## src/design/rce_pkg.sv

```systemverilog
// Shared types and constants for the Roberts cross edge magnitude core.
// No dependencies; used by every module of the block.
`default_nettype none

package rce_pkg;

    localparam int MAX_WIDTH_DEF   = 2048;
    localparam int MAX_HEIGHT      = 2048;
    localparam int QUEUE_DEPTH_DEF = 4;
    localparam int ROOT_STEPS      = 9;

    localparam logic [11:0] WIDTH_RESET  = 12'd640;
    localparam logic [11:0] HEIGHT_RESET = 12'd480;

    localparam logic REG_IDX_WIDTH  = 1'b0;
    localparam logic REG_IDX_HEIGHT = 1'b1;

    typedef struct packed {
        logic [7:0] gray_pixel;
        logic       frame_start;
    } pix_in_t;

    typedef struct packed {
        logic [7:0]  edge_value;
        logic [10:0] out_column;
        logic [10:0] out_row;
        logic        last_of_run;
    } edge_out_t;

    // which results an item causes
    typedef struct packed {
        logic mag;
        logic above_pass;
        logic pixel_pass;
    } rce_flags_t;

    typedef struct packed {
        rce_flags_t  flags;
        logic [7:0]  d1;
        logic [7:0]  d2;
        logic [7:0]  above;
        logic [7:0]  pixel;
        logic [10:0] col;
        logic [10:0] row;
    } rce_job_t;

endpackage

`default_nettype wire

```

## src/design/rce_queue.sv

```systemverilog
// Short job queue between the front end and the back end.
// Depends on rce_pkg.
`default_nettype none

module rce_queue
    import rce_pkg::*;
#(
    parameter int DEPTH = QUEUE_DEPTH_DEF
) (
    input  wire logic     aclk,
    input  wire logic     aresetn,
    input  wire logic     push,
    input  wire rce_job_t push_data,
    output logic          full,
    input  wire logic     pop,
    output rce_job_t      head,
    output logic          empty
);

    localparam int PW = (DEPTH > 1) ? $clog2(DEPTH) : 1;
    localparam int NW = $clog2(DEPTH + 1);

    rce_job_t       slot_reg [DEPTH];
    logic [PW-1:0]  wptr_reg, wptr_next;
    logic [PW-1:0]  rptr_reg, rptr_next;
    logic [NW-1:0]  count_reg, count_next;

    assign full  = (count_reg == NW'(DEPTH));
    assign empty = (count_reg == '0);
    assign head  = slot_reg[rptr_reg];

    always_comb begin
        wptr_next  = wptr_reg;
        rptr_next  = rptr_reg;
        count_next = count_reg;
        if (push) begin
            wptr_next = (wptr_reg == PW'(DEPTH - 1)) ? '0 : wptr_reg + PW'(1);
        end
        if (pop) begin
            rptr_next = (rptr_reg == PW'(DEPTH - 1)) ? '0 : rptr_reg + PW'(1);
        end
        if (push && !pop) begin
            count_next = count_reg + NW'(1);
        end else if (pop && !push) begin
            count_next = count_reg - NW'(1);
        end
    end

    always_ff @(posedge aclk) begin
        if (!aresetn) begin
            wptr_reg  <= '0;
            rptr_reg  <= '0;
            count_reg <= '0;
        end else begin
            wptr_reg  <= wptr_next;
            rptr_reg  <= rptr_next;
            count_reg <= count_next;
        end
    end

    always_ff @(posedge aclk) begin
        if (push) begin
            slot_reg[wptr_reg] <= push_data;
        end
    end

    a_no_push_full: assert property (@(posedge aclk) disable iff (!aresetn)
        !(push && full))
        else $error("queue written while full");

    a_no_pop_empty: assert property (@(posedge aclk) disable iff (!aresetn)
        !(pop && empty))
        else $error("queue read while empty");

endmodule

`default_nettype wire

```

## config.mk

```make
export PLATFORM = sky130hd
export DESIGN_NAME = rce_queue
export DESIGN_NICKNAME = d
export VERILOG_FILES = /design/src/design/rce_pkg.sv /design/src/design/rce_queue.sv
export SDC_FILE = /design/constraint.sdc
export NUM_CORES = 1
export LEC_CHECK = 0
export ABC_AREA = 1
export BUFFER_PORTS_ARGS = -buffer_cell sky130_fd_sc_hd__buf_4
export CORE_ASPECT_RATIO = 0.7
export CORE_UTILIZATION = 32
export DETAILED_ROUTE_END_ITERATION = 12
export PLACE_DENSITY = 0.53
export SETUP_SLACK_MARGIN = 0.2
export SLEW_MARGIN = 20
export SYNTH_ARGS = -nofsm -noshare
export SYNTH_HDL_FRONTEND = slang
export SYNTH_SLANG_ARGS = --single-unit
```

## constraint.sdc

```tcl
create_clock -name aclk -period 4.71 [get_ports aclk]
set_input_delay 0.7065 -clock aclk [delete_from_list [all_inputs] [get_ports aclk]]
set_output_delay 0.7065 -clock aclk [all_outputs]
set_load 0.01 [all_outputs]
```

== Yosys cells after proc, flatten, opt, wreduce, memory -nomap -nowiden ==
Memory sizes are Yosys's and may differ from the RTL's. A register that Yosys moved wholly into a read port is not among the register bits.
Index checks and enable logic that the tools add are counted.

* Register bits: 7
* Latch bits: 0
* Bits in writable memories: 228
* Memory bits (read-only): 0
* Input bits: 61
* Output and inout bits: 59
* Memories: 1

{| class="wikitable"
|+ Memories
! memory !! depth !! bits a word !! rd ports !! clocked after memory_dff !! write ports !! line !! RTL
|-
| slot_reg || 4 || 57 || 1 || 1 || 1 || rce_queue.sv:23 || <nowiki>rce_job_t slot_reg [DEPTH];</nowiki>
|}

* Add/subtract/negate cells: 4
* $mul: 0
* Divide/modulo/power cells: 0
* Magnitude comparators: 0
* Eq/ne operators: 3
* Shift operators: 0
* Muxes and demuxes: 8
* Bitwise operators: 0
* Reduce and logical (&&, ||, !) cells: 6

{| class="wikitable"
|+ Operators with widths
! kind !! number
|-
| $mux W2 || 4
|-
| $mux W3 || 2
|-
| $add A2 B1 Y2 const B || 2
|-
| $eq A2 B2 Y1 const B || 2
|-
| $add A3 B1 Y3 const B || 1
|-
| $eq A3 B3 Y1 const B || 1
|-
| $logic_not A3 Y1 || 1
|-
| $sub A3 B1 Y3 const B || 1
|-
| $logic_and A1 B1 Y1 || 2
|-
| $logic_not A1 Y1 || 2
|-
| $mux W1 || 2
|-
| $reduce_bool A2 Y1 || 1
|}

== Depth between registers and ports, before layout ==
* Depth in word-level cells: 4
* Depth in mapped cells: 10
* Mapped depth without buffers: 10

== Worst setup path before layout ==
No wires, ideal clock.

* Path kind: input -> register
* Start point: input port push
* End point: memory slot_reg[3][0] (netlist name) (enable)
* Arrival time: 1.853 ns
* Required time: 4.299 ns
* Setup slack: 2.446 ns
* Stages on the path: 2
* Path through: nand2_1 inv_1

* Word-level cells in the longest chain between the ends: 2

{| class="wikitable"
|+ RTL lines
! element !! line !! RTL
|-
| from (decl) || rce_queue.sv:12 || <nowiki>input wire logic push,</nowiki>
|-
| $mux W1 || rce_queue.sv:62 || <nowiki>if (push) begin</nowiki>
|-
| $mux W1 (not written as such) || rce_queue.sv:63 || <nowiki>slot_reg[wptr_reg] <= push_data;</nowiki>
|-
| to (decl) || rce_queue.sv:23 ||
|}

No other way between the ends.

==> impl_metrics.yaml <==
die:
  start_util: 0.329
  ioPinCount: 120
  die_area_um2: 28500
  rows: 50
  die_w_um: 201
  core_um2: 27000
  die_y_um: 141
detailed_routing:
  wl_per_cell_um: 17.2
  drtAntennaViolNets: 0
  num_vias: 5165
  first_pass_iters: 4
  totalWireLength_mm: 19.1
  viasPerCell: 4.66
  drc: 0
  drt_iter0_drc: 225
min_path:
  min_path_type: "in -> reg"
clock_network:
  holdBufCountCts: 0
  insertion_delay_ps: 500
  h-tree-depth: 1
  cts_buffers: 24
  cts_buffer_depth: 3
  cts_setup_buffers: 0
  path_clk_slew_ps: 70
  clock_sink_count: 237
  cts_root_buf: "clkbuf_16"
  cts_tree: "built"
  cts.repair.resized: 0
worst_setup_path:
  path_cells: "clkinv_2, buf_12, o21ai_0, o22ai_1, buf_4"
  cp.arrival_ps: 3050
  end_kind: "primary output"
  cpLargestDelayFamily: "buffers and inverters"
  crit_path_max_fanout: 60
  crit_slowest_cell: "clkinv_2"
  path_buf_inv: 3
  cp_data_required_time_ps: 4000
  cp-start-kind: "register"
  crit_path_max_incr_delay_ps: 780
  crit_type: "reg -> out"
global_routing:
  grt_max_degree: 61
  grt-busiest-layer: "met2"
  met1_usage: 0.193
  grt_pass1_vias: 5033
  grtUsageMet3: 0.0349
  overflow: 0
  track_usage: 0.134
  grt_pass1_wl_mm: 29.8
  antenna_found_initial: 0
  grt_util_met2: 0.202
finish:
  syn2layout_area_growth_pct: 22.4
  largest_reg_flops: 228
  fin_nets: 794
  final_cell_mix: "edfxtp_1 (228), buf_4 (125), nor2_1 (122)"
  antenna_cells: 0
  fillers: 2557
  final_cells: 1108
  final_common_cell: "edfxtp_1"
  fin_area_um2: 10900
  drive_above_1_share: 0.227
placement:
  place_inst: 1064
  place_area_um2: 10100
  portBuffers: 119
  gp_congestion: 0.691
  hpwl_mm: 10.5
timing:
  slew_viol_final: 0
  worst_slew_margin_rel: 0.310
  final-setup-viol-count: 0
  final_hold_viol_count: 0
  holdWs_ps: 401
  setup-tns-final_ps: 0
  post-route-min-period_ps: 3760
  finalClockSkew_ps: 9.85
  rsz0062_at_grt: "no"
  period_share: 0.798
  max_freq_mhz: 266
  tightest_slew_ps: 1030
synthesis:
  synth_seq_area_share: 0.790
  ys_warn_count: 0
  synth_seq_cells: 237
  synth_area_um2: 8890
  avgSynthCellArea_um2: 14.6
  syn_nets: 678
  synthCells: 610
  yosysUniqueCellTypes: 21
outcome:
  status: "complete, no violations"
power_and_ir_drop:
  powerDensity_nw_per_um2: 444
  ir_drop_uv: 232
  p_leak_nw: 3.80
job:
  drv_cap: 0
[final timing paths]
check | endpoint | startpoint | slack (ps) | cells after the start
worst max-delay path | head[44] | register | 950 | 5
worst min register to register | wptr_reg[1] | wptr_reg[1] | 530 | 2
worst max register to register | slot_reg[0][49] | wptr_reg[0] | 2530 | 5
worst min-delay path | slot_reg[2][15] | push_data[15] | 400 | 1
[cells by family after synthesis]
kind of cell,count (synthesis),synth area share
buffers and inverters,52,0.0318
XOR/XNOR,1,0.000985
AND/OR/NAND/NOR,136,0.0584
adder cells (fa/ha/maj),7,0.0107
flip-flops,237,0.790
AO/OA/AOI/OAI,177,0.108
[power by group]
group / total [W] / switching [W] / internal (W)
Sequential: 0.00244 / 0.0000333 / 0.00241
Clock: 0.00190 / 0.000774 / 0.00113
Combinational: 0.000488 / 0.000290 / 0.000198
Total: 0.00483 / 0.00110 / 0.00373
[synthesized netlist by cell type]
| master | n | area share |
|---|---|---|
| a21oi_1 | 3 | 0.0017 |
| buf_2 | 8 | 0.0045 |
| buf_4 | 2 | 0.0017 |
| buf_6 | 9 | 0.011 |
| clkbuf_1 | 15 | 0.0063 |
| clkbuf_2 | 2 | 0.0011 |
| dfxtp_1 | 9 | 0.020 |
| edfxtp_1 | 228 | 0.77 |
| fa_1 | 1 | 0.0023 |
| ha_1 | 6 | 0.0084 |
| inv_1 | 14 | 0.0059 |
| inv_2 | 2 | 0.00084 |
| nand2_1 | 8 | 0.0034 |
| nand3_1 | 1 | 0.00056 |
| nand4_1 | 1 | 0.00070 |
| nor2_1 | 122 | 0.052 |
| nor3_1 | 4 | 0.0023 |
| o21ai_0 | 109 | 0.061 |
| o21ai_1 | 8 | 0.0045 |
| o22ai_1 | 57 | 0.040 |
| xor2_1 | 1 | 0.00099 |
[worst register-to-register path: stages (launching register included)]
cell     delay, ps
dfxtp_1        350
inv_1           90
ha_1           140
nand2_1         60
inv_2          690
buf_4          500
[cell type report]
cell class                      instances  area (um2)  area share
Multi-Input combinational cell        321        1580       0.145
Timing Repair Buffer                  126         958      0.0881
Inverter                               16        61.3     0.00563
Tap cell                              364         455      0.0419
Sequential cell                       237        7030       0.646
Clock buffer                           26         629      0.0578
Clock inverter                         18         164      0.0151
[through the flow]
step | worst slack (ps) | total power [W] | util
final | 954 | 0.00483 | 0.403
after global routing | 650 | 0.00502 | 0.403
after CTS | 813 | 0.00491 | 0.403
after detailed placement | 1360 | 0.00299 | 0.373
after global placement | 1440 | 0.00299 | 0.373
after floorplan | 2450 | 0.00273 | -
[per-layer routing]
layer	wire, um	part of all wire
met1	9310	0.49
met2	8200	0.43
met3	1250	0.065
met4	314	0.016
met5	0	0
(Power assumes the default switching activity.)
