===== src/design/rce_pkg.sv =====
// Shared types and constants for the Roberts cross edge magnitude core.
// No dependencies; used by every module of the block.
`default_nettype none

package rce_pkg;

    localparam int MAX_WIDTH_DEF   = 2048;
    localparam int MAX_HEIGHT      = 2048;
    localparam int QUEUE_DEPTH_DEF = 4;
    localparam int ROOT_STEPS      = 9;

    localparam logic [11:0] WIDTH_RESET  = 12'd640;
    localparam logic [11:0] HEIGHT_RESET = 12'd480;

    localparam logic REG_IDX_WIDTH  = 1'b0;
    localparam logic REG_IDX_HEIGHT = 1'b1;

    typedef struct packed {
        logic [7:0] gray_pixel;
        logic       frame_start;
    } pix_in_t;

    typedef struct packed {
        logic [7:0]  edge_value;
        logic [10:0] out_column;
        logic [10:0] out_row;
        logic        last_of_run;
    } edge_out_t;

    // which results an item causes
    typedef struct packed {
        logic mag;
        logic above_pass;
        logic pixel_pass;
    } rce_flags_t;

    typedef struct packed {
        rce_flags_t  flags;
        logic [7:0]  d1;
        logic [7:0]  d2;
        logic [7:0]  above;
        logic [7:0]  pixel;
        logic [10:0] col;
        logic [10:0] row;
    } rce_job_t;

endpackage

`default_nettype wire


===== src/design/rce_back.sv =====
// Back end: sum of squares, iterative square root and result sequencing.
// Depends on rce_pkg.
`default_nettype none

module rce_back
    import rce_pkg::*;
(
    input  wire logic     aclk,
    input  wire logic     aresetn,
    input  wire rce_job_t job_head,
    input  wire logic     job_empty,
    output logic          job_pop,
    output logic          m_valid,
    input  wire logic     m_ready,
    output edge_out_t     m_data
);

    typedef enum logic [3:0] {
        B_IDLE   = 4'b0001,
        B_SQUARE = 4'b0010,
        B_ROOT   = 4'b0100,
        B_OUT    = 4'b1000
    } back_state_t;

    localparam int SW = 2 * ROOT_STEPS;
    localparam int KW = $clog2(ROOT_STEPS + 1);

    back_state_t         state_reg, state_next;
    rce_job_t            job_reg;
    rce_flags_t          pend_reg, pend_next;
    logic [SW-1:0]       num_reg;
    logic [9:0]          rem_reg;
    logic [ROOT_STEPS-1:0] root_reg;
    logic [KW-1:0]       cnt_reg;
    logic                m_valid_reg, m_valid_next;
    edge_out_t           m_data_reg;

    logic [11:0]         rem_sh, trial;
    logic                take_bit;
    logic [7:0]          mag_sat;
    logic                load;
    edge_out_t           res;

    assign rem_sh   = {rem_reg, num_reg[SW-1 -: 2]};
    assign trial    = 12'({root_reg, 2'b01});
    assign take_bit = (rem_sh >= trial);
    assign mag_sat  = (root_reg > ROOT_STEPS'(255)) ? 8'd255 : root_reg[7:0];
    assign job_pop  = (state_reg == B_IDLE) && !job_empty;
    assign load     = (state_reg == B_OUT) && (!m_valid_reg || m_ready);
    assign m_valid  = m_valid_reg;
    assign m_data   = m_data_reg;

    always_comb begin
        pend_next = pend_reg;
        res       = '0;
        priority if (pend_reg.mag) begin
            res.edge_value = mag_sat;
            res.out_column = job_reg.col - 11'd1;
            res.out_row    = job_reg.row - 11'd1;
            pend_next.mag  = 1'b0;
        end else if (pend_reg.above_pass) begin
            res.edge_value       = job_reg.above;
            res.out_column       = job_reg.col;
            res.out_row          = job_reg.row - 11'd1;
            pend_next.above_pass = 1'b0;
        end else begin
            res.edge_value       = job_reg.pixel;
            res.out_column       = job_reg.col;
            res.out_row          = job_reg.row;
            pend_next.pixel_pass = 1'b0;
        end
        res.last_of_run = (pend_next == '0);
    end

    always_comb begin
        state_next   = state_reg;
        m_valid_next = m_valid_reg && !m_ready;
        unique case (state_reg)
            B_IDLE: begin
                if (!job_empty) begin
                    state_next = job_head.flags.mag ? B_SQUARE : B_OUT;
                end
            end
            B_SQUARE: state_next = B_ROOT;
            B_ROOT: begin
                if (cnt_reg == KW'(ROOT_STEPS - 1)) begin
                    state_next = B_OUT;
                end
            end
            B_OUT: begin
                if (load) begin
                    m_valid_next = 1'b1;
                    if (res.last_of_run) begin
                        state_next = B_IDLE;
                    end
                end
            end
            default: state_next = B_IDLE;
        endcase
    end

    always_ff @(posedge aclk) begin
        if (!aresetn) begin
            state_reg   <= B_IDLE;
            m_valid_reg <= 1'b0;
            pend_reg    <= '0;
        end else begin
            state_reg   <= state_next;
            m_valid_reg <= m_valid_next;
            if (job_pop) begin
                pend_reg <= job_head.flags;
            end else if (load) begin
                pend_reg <= pend_next;
            end
        end
    end

    always_ff @(posedge aclk) begin
        if (job_pop) begin
            job_reg <= job_head;
        end
        if (state_reg == B_SQUARE) begin
            num_reg  <= SW'(16'(job_reg.d1) * 16'(job_reg.d1))
                      + SW'(16'(job_reg.d2) * 16'(job_reg.d2));
            rem_reg  <= '0;
            root_reg <= '0;
            cnt_reg  <= '0;
        end
        if (state_reg == B_ROOT) begin
            num_reg  <= {num_reg[SW-3:0], 2'b00};
            rem_reg  <= take_bit ? 10'(rem_sh - trial) : rem_sh[9:0];
            root_reg <= {root_reg[ROOT_STEPS-2:0], take_bit};
            cnt_reg  <= cnt_reg + KW'(1);
        end
        if (load) begin
            m_data_reg <= res;
        end
    end

    a_pop_idle: assert property (@(posedge aclk) disable iff (!aresetn)
        job_pop |-> (state_reg == B_IDLE))
        else $error("job taken outside idle");

    a_root_bound: assert property (@(posedge aclk) disable iff (!aresetn)
        (state_reg == B_ROOT) |-> (cnt_reg < KW'(ROOT_STEPS)))
        else $error("square root ran past its last step");

    a_last_flag: assert property (@(posedge aclk) disable iff (!aresetn)
        (state_reg == B_OUT && state_next == B_IDLE) |=> m_valid_reg && m_data_reg.last_of_run)
        else $error("final result of an item not flagged last");

endmodule

`default_nettype wire


===== config.mk =====
export PLATFORM = sky130hd
export DESIGN_NAME = rce_back
export DESIGN_NICKNAME = d
export VERILOG_FILES = /design/src/design/rce_pkg.sv /design/src/design/rce_back.sv
export SDC_FILE = /design/constraint.sdc
export NUM_CORES = 1
export LEC_CHECK = 0
export ABC_CLOCK_PERIOD_IN_PS = 6300
export BUFFER_PORTS_ARGS = -buffer_cell sky130_fd_sc_hd__buf_2
export CORE_ASPECT_RATIO = 0.6
export CORE_MARGIN = 5
export CORE_UTILIZATION = 54
export DETAILED_ROUTE_END_ITERATION = 7
export PLACE_DENSITY = 0.7
export SYNTH_ARGS = -nofsm -noshare
export SYNTH_HDL_FRONTEND = slang
export SYNTH_SLANG_ARGS = --single-unit

===== constraint.sdc =====
create_clock -name aclk -period 6.3 [get_ports aclk]
set_input_delay 1.26 -clock aclk [delete_from_list [all_inputs] [get_ports aclk]]
set_output_delay 1.26 -clock aclk [all_outputs]
set_load 0.05 [all_outputs]

; Yosys cells after proc, flatten, opt, wreduce, memory -nomap -nowiden
; Index checks and enable logic that the tools add are counted.
[word_totals]
regBits = 134
latch_bits = 0
ramBits = 0
rom_bits = 0
in_bits = 61
output_inout_bits = 33
elab_cells = 73
n_memories = 0
[classes]
add_sub_neg = 5
multipliers = 2
div_mod_pow = 0
order_cmp = 2
n_eq_ne = 9
shift = 0
mux = 24
bitwise = 0
n_reduce_logical = 11
[op_table]
columns = operator, count
row1 = 30-bit two-way mux, 2
row2 = 18-bit two-way mux, 2
row3 = 8-bit by 8-bit multiplier with 16-bit output, 2
row4 = 10-bit two-way mux, 3
row5 = 4-bit two-way mux, 7
row6 = 11-bit by 1-bit subtractor with 11-bit output (second input constant), 2
row7 = 9-bit two-way mux, 2
row8 = 16-bit by 16-bit adder with 17-bit output, 1
row9 = 4-bit one-hot mux with 4 select lines, 1
row10 = 12-bit by 11-bit >= comparator with 1-bit output, 1
row11 = 10-bit subtractor, 1
row12 = 9-bit by 8-bit > comparator with 1-bit output (second input constant), 1
row13 = 4-bit == test (second input constant), 2
row14 = 8-bit two-way mux, 1
row15 = 2-bit inequality test (second input constant), 4
row16 = 3-bit two-way mux, 2
row17 = 4-bit by 1-bit adder with 4-bit output (second input constant), 1
row18 = 4-bit by 1-bit == test with 1-bit output (second input constant), 1
row19 = 4-bit by 2-bit == test with 1-bit output (second input constant), 1
row20 = 4-bit by 3-bit == test with 1-bit output (second input constant), 1
row21 = 4-bit AND reduction, 1
row22 = 2-bit nonzero test, 2
row23 = 1-bit logical AND, 3
row24 = 1-bit zero test, 3
row25 = other kinds (4), 6

; Longest topological paths before layout
; Gate-level depths: netlist of the first run.
[depth]
ltp_word = 6
depth_mapped = 20
ltp_nobuf = 20

; Least setup slack after synthesis of the first run
; Ideal clock, no wire load.
[synth_timing]
path_type = flip-flop to flip-flop
from = register job_reg[40] in the netlist's numbering
to = register num_reg[15] (data pin)
setup_ns = 0.258
arrival_ns = 5.073
required_time_ns = 6.042
slack_ns = 0.968
path_stages_with_launch = 19
path_buffers = 1
synth_period_minus_slack_ns = 5.332
path_cell_list = edfxtp_1 clkbuf_1 nand2_1 fa_1 inv_1 fa_1 fa_1 fa_1 fa_1 inv_1 fa_1 inv_1 ha_1 a21oi_1 o21ai_1 and3_1 a211oi_1 xor2_1 o21ai_1
[synth_between]
elab_chain_cells = 4
[synth_rtl]
columns = element, line
row1 = "start, declared", rce_back.sv:29  ; rce_job_t job_reg;
row2 = "start signal, assigned", rce_back.sv:120  ; job_reg <= job_head;
row3 = 8-bit by 8-bit multiplier with 16-bit output, rce_back.sv:124  ; + SW'(16'(job_reg.d2) * 16'(job_reg.d2));
row4 = 16-bit by 16-bit adder with 17-bit output, rce_back.sv:124
row5 = 18-bit two-way mux, rce_back.sv:122  ; if (state_reg == B_SQUARE) begin
row6 = 18-bit two-way mux, rce_back.sv:129  ; if (state_reg == B_ROOT) begin
row7 = "end signal, assigned", rce_back.sv:123  ; num_reg <= SW'(16'(job_reg.d1) * 16'(job_reg.d1))
row8 = "end signal, assigned", rce_back.sv:130  ; num_reg <= {num_reg[SW-3:0], 2'b00};
row9 = "end, declared", rce_back.sv:31  ; logic [SW-1:0] num_reg;
; Every way passes these cells. The select of a mux whose other input is x is not followed.
; A chain may end at the register's enable or synchronous reset.

; Worst setup path in the final report of the first run
[layout_timing]
from = register job_reg[38] in the netlist's numbering
to = register num_reg[16] (data pin)
; The elaborated chain is that of the path after synthesis.

==> results.env, run 1 <==
REPORT.FINAL.HOLD_VIOL_COUNT=0
TIGHTESTPINTRANSITION_NS=0.9309
NETLIST.TOP_CELL.BY_AREA='sky130_fd_sc_hd__edfxtp_1'
SYNTH.TOP_CELLS.BY_AREA='sky130_fd_sc_hd__edfxtp_1 (41%), sky130_fd_sc_hd__fa_1 (17%), sky130_fd_sc_hd__ha_1 (9.6%), sky130_fd_sc_hd__inv_1 (5.1%), sky130_fd_sc_hd__and2_1 (2.7%)'
CRITICAL_PATH.STARTPOINT_TYPE='flip-flop'
INITIAL_ANTENNA_VIOLATION_COUNT=0
INITIAL_CORE_UTIL=0.5560
POST_SYNTHESIS_NET_COUNT=995
CELLLEAKAGEPOWER_nW=4.553
FILLER_CELL_COUNT=1256
NUM_VIAS=5965
POWERDENSITY_mW_PER_MM2=485.8
WORSTSKEWPAIRLATENCY_NS=0.42
SYNTH.CELLS.MOST_FREQUENT='sky130_fd_sc_hd__edfxtp_1 (124), sky130_fd_sc_hd__inv_1 (124), sky130_fd_sc_hd__fa_1 (76)'
PLACEMENTROWS=36
POST_ROUTE_CELLS_DRIVE_ABOVE_1_SHARE=0.1587
YOSYSTOPAREACELLSHARE=0.4073
FMAXACHIEVABLE_MHz=171.7
WORSTSETUPENDPOINTTYPE='flip-flop'
TOTAL_POWER_mW=5.067
FRACTION_OF_THE_YOSYS_AREA_TAKEN_BY_SEQUENTIAL_CELLS=0.4292
MIN_PERIOD_OVER_PERIOD=0.9242
CTS_HOLD_REPAIR.BUFFERS=0
POSTSYNTH.TOPFLOPCELL='sky130_fd_sc_hd__edfxtp_1'
TIMING.HOLD.WORST.START='num_reg[1]$_SDFFE_PP0P_'
NUM_ANTENNA_CELLS=0
MAX-CAP-VIOLATIONS=0
HTREE_NUM_LEVELS=4
DETAIL_ROUTE.WIRELENGTH_UM=18320
DRT-VIAS-PER-INSTANCE=5.283
PATH_CLASS='flip-flop to flip-flop'
SLEW_HEADROOM=0.3786
FINALSETUPTNS_NS=0
SYNTH_TO_FINAL_AREA_CHANGE_PCT=14.10
FF2FF_SETUP_SLACK_NS=0.48
IRDROPWORSTVDD_mV=0.6559
GP_CONGESTION=0.8612
POSTCTSSETUPREPAIRBUFS=0
FINAL_PERIOD_MINUS_WORST_SETUP_SLACK_NS=5.823
SETUP_VIOLATIONS=0
DETAIL_ROUTE.FIRST_PASS.ITERATIONS=5
ASYNCSETRESETFLOPFRACSYNTH=0
SYNTH-EDFF-COUNT=124
FINAL-MAX-SLEW-VIOLATION-COUNT=0
WORST_HOLD_PATH_DEPTH=2
NUMBER_OF_BUFFERS_CREATED_BY_CTS=17
OVERFLOW=0
BUFFER_PORTS.INSERTED=93
RSZ0062_AT_GRT='false'
TIMING.REG2REG.WORST_PATH_DEPTH=16
HPWL_UM=14250
SYN-CELL-AREA_MM2=0.009141
ANTENNA_VIOLATING_NETS_POST_ROUTE=0
CTS_REPAIR_RESIZE_COUNT=0
FIN_NETS=1095
CLOCK_PATH_BUFFERS=2
CORE_MM2=0.01644
DETAIL_ROUTE.WL_PER_CELL_UM=16.22
YOSYS.CELL_TYPES.COUNT=63
CP.REQUIRED_NS=6.59
CRITICAL_PATH_ARRIVAL_NS=6.12
GRT_PASS1_VIAS=6121
DR.FIRST_ITER.DRC_COUNT=393
SYNTHESIS.AREA_PER_INSTANCE_UM2=11.60
HOLD_PATH_CLASS='flip-flop to flip-flop'
OUTCOME='finished clean'
CTS_TREE='done'
SYNTHESIS.YOSYS.WARNINGS=0
REG2REG_TO='num_reg[16]$_DFFE_PP_'
REMAINING_DRC_ERRORS=0
CTS_SINKS=134
GRT_FIRST_PASS_WIRELENGTH_UM=30500
GR-USAGE-ALL-LAYERS=0.1958
WORST_HOLD_SLACK_NS=0.4545
DIE_WIDTH_UM=178.0
WORST_CLOCK_SKEW_NS=0.01137
DIE_AREA_MM2=0.01972
WORSTREG2REGSTART='job_reg[38]$_DFFE_PP_'
CRIT_PATH_MAX_FANOUT=9
FLOORPLAN.IO_PINS=94
LARGEST_REGISTER_FFS=54
POST_SYNTH_INST_COUNT=788
LARGEST_NET_DEGREE_AT_THE_START_OF_GLOBAL_ROUTING=59
CTS.CLK_SLEW.WORST_PATHS_NS=0.07
HOLD-PATH-ENDPOINT='num_reg[1]$_SDFFE_PP0P_'
DIE-HEIGHT_UM=110.8
SYNTH-SEQ-CELLS=134
CLOCK_TREE.ROOT_CELL='sky130_fd_sc_hd__clkbuf_16'
==> area by class of cell <==
type | count | area, um2 | area share
Clock buffer | 17 | 425.4 | 0.04079
Multi-Input combinational cell | 510 | 4673 | 0.4481
Sequential cell | 134 | 3924 | 0.3762
Inverter | 126 | 473.0 | 0.04535
Clock inverter | 15 | 138.9 | 0.01332
Timing Repair Buffer | 99 | 510.5 | 0.04894
Tap cell | 228 | 285.3 | 0.02735
==> how the worst max path moves through the flow <==
stage	to	slack, ns	from	depth (start not counted)
floorplan	num_reg[15]$_DFFE_PP_	0.97	job_reg[40]$_DFFE_PP_	18
global placement	num_reg[16]$_DFFE_PP_	0.78	job_reg[38]$_DFFE_PP_	15
detailed placement	num_reg[16]$_DFFE_PP_	0.57	job_reg[38]$_DFFE_PP_	16
CTS	num_reg[16]$_DFFE_PP_	0.52	job_reg[38]$_DFFE_PP_	16
global route	num_reg[16]$_DFFE_PP_	0.20	job_reg[52]$_DFFE_PP_	17
finish	num_reg[16]$_DFFE_PP_	0.48	job_reg[38]$_DFFE_PP_	16
==> cell families (layout without fill, tap and decap cells) <==
logic type	count (synthesis)	count (layout)	synth area share
multiplexers	5	5	0.005475
AND/OR/NAND/NOR	211	211	0.1228
XOR/XNOR	45	45	0.04311
buffers and inverters	144	257	0.06050
adder cells (fa/ha/maj)	146	146	0.2623
flip-flops	134	134	0.4292
AO/OA/AOI/OAI	103	103	0.07665
==> report_power, final <==
part | switching (mW) | internal [mW] | leakage [nW]
sequential | 0.0487 | 1.03 | 1.22
clock | 0.429 | 0.522 | 0.273
combinational | 1.81 | 1.23 | 3.06
total | 2.28 | 2.78 | 4.55
==> placed cells by master, fill, tap and decap left out, types with 3 or more instances in the layout <==
cell type / netlist / layout
sky130_fd_sc_hd__and3_1: 7 / 7
sky130_fd_sc_hd__fa_1: 76 / 76
sky130_fd_sc_hd__a211oi_2: 4 / 4
sky130_fd_sc_hd__xor2_1: 23 / 23
sky130_fd_sc_hd__a21oi_1: 24 / 24
sky130_fd_sc_hd__edfxtp_1: 124 / 124
sky130_fd_sc_hd__clkbuf_16: 0 / 17
sky130_fd_sc_hd__dfxtp_1: 10 / 10
sky130_fd_sc_hd__o21ai_0: 4 / 4
sky130_fd_sc_hd__nor4_1: 3 / 3
sky130_fd_sc_hd__buf_4: 0 / 6
sky130_fd_sc_hd__a22o_1: 3 / 3
sky130_fd_sc_hd__nor3_1: 6 / 6
sky130_fd_sc_hd__a211oi_1: 10 / 10
sky130_fd_sc_hd__inv_1: 124 / 124
sky130_fd_sc_hd__nor2_1: 42 / 42
sky130_fd_sc_hd__mux2i_1: 5 / 5
sky130_fd_sc_hd__xnor2_1: 22 / 22
sky130_fd_sc_hd__a31oi_1: 8 / 8
sky130_fd_sc_hd__or3_1: 3 / 3
sky130_fd_sc_hd__nand2b_1: 7 / 7
sky130_fd_sc_hd__a21boi_1: 3 / 3
sky130_fd_sc_hd__buf_2: 4 / 93
sky130_fd_sc_hd__ha_1: 70 / 70
sky130_fd_sc_hd__and2_1: 39 / 39
sky130_fd_sc_hd__o211ai_1: 4 / 4
sky130_fd_sc_hd__nor2b_1: 17 / 17
sky130_fd_sc_hd__o21ai_1: 18 / 18
sky130_fd_sc_hd__clkinv_4: 0 / 4
sky130_fd_sc_hd__a21o_1: 4 / 4
sky130_fd_sc_hd__nand3_1: 11 / 11
sky130_fd_sc_hd__inv_8: 0 / 6
sky130_fd_sc_hd__nand2_1: 57 / 57
==> per-layer routing <==
layer / track usage / routed length [um]
met4: 0.03193 / 57
met1: 0.2934 / 8987
met2: 0.2934 / 8092
met5: 0 / 0
met3: 0.05112 / 1178
==> through the flow <==
stage | utilization | std cells | setup WS [ns] | cell area [um2]
CTS | 0.6344 | 1129 | 0.5190 | 10430
finish | 0.6344 | 1129 | 0.4774 | 10430
global route | 0.6344 | 1129 | 0.2013 | 10430
floorplan | - | 788 | 0.9683 | 9141
detailed placement | 0.6001 | 1097 | 0.5750 | 9866
global placement | 0.6001 | 1097 | 0.7782 | 9866
==> worst max-delay path, cell delays in order, from the launching register on <==
cell and delay [ns]:
sky130_fd_sc_hd__edfxtp_1 0.52, sky130_fd_sc_hd__and2_1 0.28, sky130_fd_sc_hd__fa_1 0.57, sky130_fd_sc_hd__fa_1 0.43, sky130_fd_sc_hd__fa_1 0.47, sky130_fd_sc_hd__fa_1 0.52
sky130_fd_sc_hd__fa_1 0.55, sky130_fd_sc_hd__inv_1 0.06, sky130_fd_sc_hd__fa_1 0.52, sky130_fd_sc_hd__inv_1 0.05, sky130_fd_sc_hd__ha_1 0.35, sky130_fd_sc_hd__a21oi_1 0.22
sky130_fd_sc_hd__nand2_1 0.09, sky130_fd_sc_hd__o21ai_1 0.40, sky130_fd_sc_hd__o21ai_1 0.17, sky130_fd_sc_hd__o31ai_1 0.36, sky130_fd_sc_hd__a41o_1 0.14
No activity file was read; power rests on OpenSTA's default activity.
==> run 2, diff against run 1 <==
Settings changed: PLACE_DENSITY 0.7 to default, PLACE_DENSITY_LB_ADDON from default to 0.25.
==> run 2 against run 1 <==
- design area up 0.32%
- sequential power barely moved
- largest power group unchanged
- via count fell by 1.8%
- sequential share of layout area down 0.12 points
- clock skew up 0.0046 ns
- maximum frequency rose by 1.1%
- combinational power about the same
==> results.env, run 2 (synthesis results as in run 1) <==
TOP_LIBRARY_CELLS_BY_USAGE_IN_THE_LAYOUT_FILL_AND_TAPS_ASIDE='sky130_fd_sc_hd__inv_1 (124), sky130_fd_sc_hd__edfxtp_1 (124), sky130_fd_sc_hd__buf_2 (93)'
OVERFLOW=0  # unchanged
HOLD-PATH-ENDPOINT='num_reg[1]$_SDFFE_PP0P_'
FINALSETUPTNS_NS=0  # unchanged
FLOORPLAN.IO_PINS=94  # unchanged
POSTCTSSETUPREPAIRBUFS=0  # unchanged
GRT_FIRST_PASS_WIRELENGTH_UM=29840  # -2.2%
CTS_SINKS=134  # unchanged
DIE_WIDTH_UM=178.0  # unchanged
HPWL_UM=13710  # -3.8%
WORSTREG2REGSTART='job_reg[51]$_DFFE_PP_'
CRITICAL_PATH_ARRIVAL_NS=6.03  # -0.09 ns
GP_CONGESTION=0.8246  # -4.2%
TIMING.HOLD.WORST.START='num_reg[1]$_SDFFE_PP0P_'
GRT_PASS1_VIAS=6013  # -1.8%
TIMING.REG2REG.WORST_PATH_DEPTH=17  # +1
REPORT.FINAL.HOLD_VIOL_COUNT=0  # unchanged
FMAXACHIEVABLE_MHz=173.7  # +1.1%
CTS_REPAIR_RESIZE_COUNT=0  # unchanged
PLACEMENTROWS=36  # unchanged
CORE_MM2=0.01644  # unchanged
HOLD_PATH_CLASS='flip-flop to flip-flop'
CTS.CLK_SLEW.WORST_PATHS_NS=0.07  # about the same
FINAL-MAX-SLEW-VIOLATION-COUNT=0  # unchanged
CLOCK_PATH_BUFFERS=2  # unchanged
FINAL_PERIOD_MINUS_WORST_SETUP_SLACK_NS=5.757  # -0.06585 ns
GRT.MET2_USAGE=0.2752  # -0.01821
CTS_HOLD_REPAIR.BUFFERS=0  # unchanged
REG2REG_TO='num_reg[16]$_DFFE_PP_'
CRITICAL_PATH.STARTPOINT_TYPE='flip-flop'
CTS_TREE='done'
MAX-CAP-VIOLATIONS=0  # unchanged
REMAINING_DRC_ERRORS=0  # unchanged
RSZ0062_AT_GRT='false'
SLEW_HEADROOM=0.3809  # +0.002365
FIN_NETS=1095  # unchanged
CLOCK_TREE.ROOT_CELL='sky130_fd_sc_hd__clkbuf_16'
FF2FF_SETUP_SLACK_NS=0.54  # +0.07 ns
NUMBER_OF_BUFFERS_CREATED_BY_CTS=17  # unchanged
SETUP_VIOLATIONS=0  # unchanged
DIE-HEIGHT_UM=110.8  # unchanged
DIE_AREA_MM2=0.01972  # unchanged
DR.FIRST_ITER.DRC_COUNT=356  # -9.4%
DETAIL_ROUTE.WL_PER_CELL_UM=15.64  # -3.6%
IRDROPWORSTVDD_mV=0.6200  # -5.5%
GRT_USE_MET1=0.2951  # +0.001672
TOTAL_POWER_mW=5.108  # +0.81%
DETAIL_ROUTE.FIRST_PASS.ITERATIONS=6  # +1
WORSTSETUPENDPOINTTYPE='flip-flop'
OUTCOME='finished clean'
CELLLEAKAGEPOWER_nW=4.568  # +0.33%
CP.REQUIRED_NS=6.58  # about the same
ANTENNA_VIOLATING_NETS_POST_ROUTE=0  # unchanged
BUFFER_PORTS.INSERTED=93  # unchanged
NUM_VIAS=5858  # -1.8%
GR-USAGE-ALL-LAYERS=0.1906  # -0.005232
LARGEST_REGISTER_FFS=54  # unchanged
HTREE_NUM_LEVELS=4  # unchanged
SEQ_AREA_MM2=0.003924  # unchanged
GR-USAGE-MET3=0.03885  # -0.01227
INITIAL_ANTENNA_VIOLATION_COUNT=0  # unchanged
POWERDENSITY_mW_PER_MM2=488.1  # +0.48%
DRT-VIAS-PER-INSTANCE=5.189  # -1.8%
FOOTPRINT_OF_THE_MULTI_INPUT_GATES_MM2=0.004673  # unchanged
LARGEST_NET_DEGREE_AT_THE_START_OF_GLOBAL_ROUTING=59  # unchanged
FILLER_CELL_COUNT=1276  # +1.6%
WORST_CLOCK_SKEW_NS=0.01593  # +0.004564 ns
INITIAL_CORE_UTIL=0.5560  # unchanged
WORST_HOLD_PATH_DEPTH=2  # unchanged
POST_ROUTE_CELLS_DRIVE_ABOVE_1_SHARE=0.1598  # +0.001110
MIN_PERIOD_OVER_PERIOD=0.9138  # -0.01045
CRIT_PATH_MAX_FANOUT=9  # unchanged
TIGHTESTPINTRANSITION_NS=0.9274  # -0.003543 ns
NUM_ANTENNA_CELLS=0  # unchanged
SYNTH_TO_FINAL_AREA_CHANGE_PCT=14.47
TOP_USAGE_LAYER='met1'
WORSTSKEWPAIRLATENCY_NS=0.42  # about the same
PATH_CLASS='flip-flop to flip-flop'
DETAIL_ROUTE.WIRELENGTH_UM=17660  # -3.6%
## run 2: worst max-delay path, cell delays in order (launching register included)
cell and delay, ns:
sky130_fd_sc_hd__edfxtp_1 0.56, sky130_fd_sc_hd__nand2_1 0.13, sky130_fd_sc_hd__fa_1 0.53, sky130_fd_sc_hd__fa_1 0.55, sky130_fd_sc_hd__inv_1 0.05, sky130_fd_sc_hd__fa_1 0.51
sky130_fd_sc_hd__fa_1 0.43, sky130_fd_sc_hd__fa_1 0.56, sky130_fd_sc_hd__inv_1 0.06, sky130_fd_sc_hd__fa_1 0.52, sky130_fd_sc_hd__inv_1 0.04, sky130_fd_sc_hd__ha_1 0.35
sky130_fd_sc_hd__a21oi_1 0.23, sky130_fd_sc_hd__nand2_1 0.10, sky130_fd_sc_hd__o21ai_1 0.37, sky130_fd_sc_hd__o21ai_1 0.17, sky130_fd_sc_hd__o31ai_1 0.33, sky130_fd_sc_hd__a41o_1 0.13
## run 2: per-stage QoR
step / instance area [um2] / worst slack (ns) / hold WS, ns / instances / utilization
floorplan: 9141 / 0.9683 / 0.4360 / 788 / -
global placement: 9866 / 0.7848 / 0.4447 / 1097 / 0.6001
detailed placement: 9866 / 0.5991 / 0.4482 / 1097 / 0.6001
CTS: 10460 / 0.5951 / 0.4577 / 1129 / 0.6365
global route: 10460 / 0.2328 / 0.4782 / 1129 / 0.6365
finish: 10460 / 0.5433 / 0.4551 / 1129 / 0.6365
## run 2: cell type report
class	count	area share
Clock buffer	18	0.04197
Clock inverter	14	0.01519
Inverter	126	0.04520
Multi-Input combinational cell	510	0.4466
Sequential cell	134	0.3750
Tap cell	228	0.02726
Timing Repair Buffer	99	0.04879
## run 2: layer usage
| layer | vias to the layer above | part of all wire |
|---|---|---|
| met5 | - | 0 |
| met4 | 0 | 0.0063 |
| met3 | 9 | 0.051 |
| met2 | 134 | 0.43 |
| met1 | 2841 | 0.52 |
| li1 | 2874 | - |
## run 2: worst max-delay path by stage
stage	slack, ns	start	depth (start not counted)	to
global route	0.23	job_reg[40]$_DFFE_PP_	17	num_reg[15]$_DFFE_PP_
CTS	0.60	job_reg[40]$_DFFE_PP_	17	num_reg[15]$_DFFE_PP_
global placement	0.78	job_reg[38]$_DFFE_PP_	15	num_reg[16]$_DFFE_PP_
finish	0.54	job_reg[51]$_DFFE_PP_	17	num_reg[16]$_DFFE_PP_
detailed placement	0.60	job_reg[40]$_DFFE_PP_	17	num_reg[15]$_DFFE_PP_
floorplan	0.97	job_reg[40]$_DFFE_PP_	18	num_reg[15]$_DFFE_PP_
## run 2: power by group
group	internal, mW	total, mW	switching [mW]
combinational	1.23	3.03	1.80
clock	0.574	1.00	0.427
sequential	1.03	1.08	0.0481
==> run 3, diff against run 2 <==
Settings changed: GPL_TIMING_DRIVEN from default to 0.
==> run 3 against run 2 <==
- core utilization increased by 0.18 points
- final cell count increased by 0.97%
- design area increased by 0.28%
- sequential share of layout area decreased by 0.10 points
- routed wire length increased by 3.2%
- register-to-register slack got worse by 0.25 ns
- clock skew decreased by 0.0051 ns
- non-clock buffer count increased by 11
- global-route usage increased by 0.61 points
- total power about the same
- die area unchanged
- sequential cell count unchanged
- critical path type unchanged
==> results.env, run 3 (synthesis results as in run 1) <==
MAX-CAP-VIOLATIONS=0  # unchanged
ANTENNA_VIOLATING_NETS_POST_ROUTE=0  # unchanged
OUTCOME='finished clean'
TIMING.CRITICAL_PATH.MODE_CELL='sky130_fd_sc_hd__fa_1'
FINALSETUPTNS_NS=0  # unchanged
WORSTSKEWPAIRLATENCY_NS=0.42  # about the same
FIN_NETS=1106  # +1.0%
CTS.CLK_SLEW.WORST_PATHS_NS=0.07  # about the same
HTREE_NUM_LEVELS=4  # unchanged
NUM_VIAS=6010  # +2.6%
SLEW_HEADROOM=0.1453  # -0.2356
CELLLEAKAGEPOWER_nW=4.581  # +0.27%
NUM_ANTENNA_CELLS=0  # unchanged
CORE_MM2=0.01644  # unchanged
SYNTH_TO_FINAL_AREA_CHANGE_PCT=14.78
DIE_WIDTH_UM=178.0  # unchanged
CRIT_PATH_MAX_FANOUT=9  # unchanged
WORSTSETUPENDPOINTTYPE='flip-flop'
TOP_LIBRARY_CELLS_BY_USAGE_IN_THE_LAYOUT_FILL_AND_TAPS_ASIDE='sky130_fd_sc_hd__inv_1 (124), sky130_fd_sc_hd__edfxtp_1 (124), sky130_fd_sc_hd__buf_2 (97)'
DRT-VIAS-PER-INSTANCE=5.272  # +1.6%
RSZ0062_AT_GRT='false'
WORST_CLOCK_SKEW_NS=0.01082  # -0.005111 ns
PLACEMENTROWS=36  # unchanged
LARGEST_REGISTER_FFS=54  # unchanged
DIE-HEIGHT_UM=110.8  # unchanged
FINAL_PERIOD_MINUS_WORST_SETUP_SLACK_NS=6.003  # +0.2467 ns
CRIT_FAMILY='adder cells'
CTS_REPAIR_RESIZE_COUNT=0  # unchanged
LARGEST_NET_DEGREE_AT_THE_START_OF_GLOBAL_ROUTING=60  # +1.7%
HPWL_UM=14080  # +2.6%
NUMBER_OF_BUFFERS_CREATED_BY_CTS=17  # unchanged
DPL.CELL_COUNT=1109  # +1.1%
BUFFER_PORTS.INSERTED=93  # unchanged
POWERDENSITY_mW_PER_MM2=487.2  # -0.19%
DR.FIRST_ITER.DRC_COUNT=466  # +31%
GP_CONGESTION=0.8542  # +3.6%
CLOCK_TREE.ROOT_CELL='sky130_fd_sc_hd__clkbuf_16'
GRT_PASS1_VIAS=6306  # +4.9%
GR-USAGE-ALL-LAYERS=0.1967  # +0.006126
CRIT_CHAIN='and2_1, fa_1, fa_1, fa_1, fa_1, fa_1, inv_1, fa_1, inv_1, ha_1, a21oi_1, nand2_1, o21ai_1, o21ai_1, o31ai_1, a41o_1'
FMAXACHIEVABLE_MHz=166.6  # -4.1%
REPORT.FINAL.HOLD_VIOL_COUNT=0  # unchanged
GRT_FIRST_PASS_WIRELENGTH_UM=31010  # +3.9%
CTS_SINKS=134  # unchanged
CLOCK_PATH_BUFFERS=2  # unchanged
INITIAL_CORE_UTIL=0.5560  # unchanged
PATH_CLASS='flip-flop to flip-flop'
CP.REQUIRED_NS=6.58  # about the same
IRDROPWORSTVDD_mV=0.5175  # -17%
CRITICAL_PATH_ARRIVAL_NS=6.29  # +0.26 ns
HOLD_PATH_CLASS='flip-flop to flip-flop'
TIGHTESTPINTRANSITION_NS=1.281  # +0.3533 ns
DETAIL_ROUTE.WIRELENGTH_UM=18230  # +3.2%
CRITPATHMAXSTAGEDELAY_NS=0.58  # +0.02 ns
FINALNONFILLERCELLS=1140  # +0.97%
MIN_PERIOD_OVER_PERIOD=0.9529  # +0.03915
DETAIL_ROUTE.FIRST_PASS.ITERATIONS=5  # -1
WORSTPATHBUFFERINVERTERCOUNT=2  # -1
POST_ROUTE_CELLS_DRIVE_ABOVE_1_SHARE=0.1579  # -0.001928
FLOORPLAN.IO_PINS=94  # unchanged
OVERFLOW=0  # unchanged
DETAIL_ROUTE.WL_PER_CELL_UM=15.99  # +2.2%
CTS_TREE='done'
DIE_AREA_MM2=0.01972  # unchanged
CRITICAL_PATH.STARTPOINT_TYPE='flip-flop'
FILLER_CELL_COUNT=1303  # +2.1%
POSTCTSSETUPREPAIRBUFS=0  # unchanged
TIMING.CRITICAL_PATH.SLOWEST_STAGE_CELL='sky130_fd_sc_hd__fa_1'
REMAINING_DRC_ERRORS=0  # unchanged
SETUP_VIOLATIONS=0  # unchanged
INITIAL_ANTENNA_VIOLATION_COUNT=1  # +1
FINAL-MAX-SLEW-VIOLATION-COUNT=0  # unchanged
[run 3: cell count changes in the layout (fill, tap and decap cells not counted), sizes merged]
cell and change:
clkinv +1, clkbuf +11, clkinvlp -1
[run 3: layout make-up]
type | instances | area (um2) | area share
sequential | 134 | 3924 | 0.3740
buffer | 17 | 76.32 | 0.007274
multi-input combinational | 510 | 4667 | 0.4448
inverter | 126 | 473.0 | 0.04508
clock inverter | 14 | 162.7 | 0.01550
clock buffer | 18 | 439.2 | 0.04186
tap | 228 | 285.3 | 0.02719
timing repair buffer | 93 | 465.4 | 0.04436
[run 3: timing repair]
action / in CTS / in global routing
endpoints found under the setup margin: 0 / 1
endpoints found under the hold margin: 0 / 0
hold buffers: 0 / 0
[run 3: final timing paths]
check             slack, ns                    start                 endpoint  cells past startpoint
hold / removal         0.47  num_reg[1]$_SDFFE_PP0P_  num_reg[1]$_SDFFE_PP0P_                      2
hold reg to reg        0.47  num_reg[1]$_SDFFE_PP0P_  num_reg[1]$_SDFFE_PP0P_                      2
setup reg to reg       0.30    job_reg[38]$_DFFE_PP_    num_reg[16]$_DFFE_PP_                     16
setup / recovery       0.30    job_reg[38]$_DFFE_PP_    num_reg[16]$_DFFE_PP_                     16
[run 3: power breakdown]
| part | switching (mW) | leakage (nW) | total [mW] | internal [mW] |
|---|---|---|---|---|
| registers | 0.0409 | 1.22 | 1.07 | 1.03 |
| clock network | 0.438 | 0.294 | 1.01 | 0.576 |
| logic | 1.80 | 3.07 | 3.03 | 1.23 |
[run 3: through the flow]
step	instance area (um2)	utilization	worst slack (ns)	total power, mW	hold slack, ns
after CTS	10500	0.6384	0.2476	5.125	0.4699
after floorplan	9141	-	0.9683	3.476	0.4360
after global placement	9892	0.6017	0.4259	3.959	0.4412
after global routing	10490	0.6382	0.04577	5.639	0.4841
final	10490	0.6382	0.2966	5.112	0.4655
after detailed placement	9894	0.6018	0.3769	4.052	0.4533
[run 3: worst min-delay path: cells and delay by family, from the launching register on]
kind,cells,cell delay (ns)
flip-flops,1,0.31
AO/OA/AOI/OAI,1,0.05
AND/OR/NAND/NOR,1,0.05
[run 3: routing by layer]
| layer | part of all wire | GRT usage | vias to the layer above |
|---|---|---|---|
| li1 | - | - | 2894 |
| met1 | 0.48 | 0.2980 | 2908 |
| met2 | 0.44 | 0.2899 | 187 |
| met3 | 0.071 | 0.04465 | 19 |
| met4 | 0.011 | 0.04480 | 2 |
| met5 | 0.00038 | 0 | - |
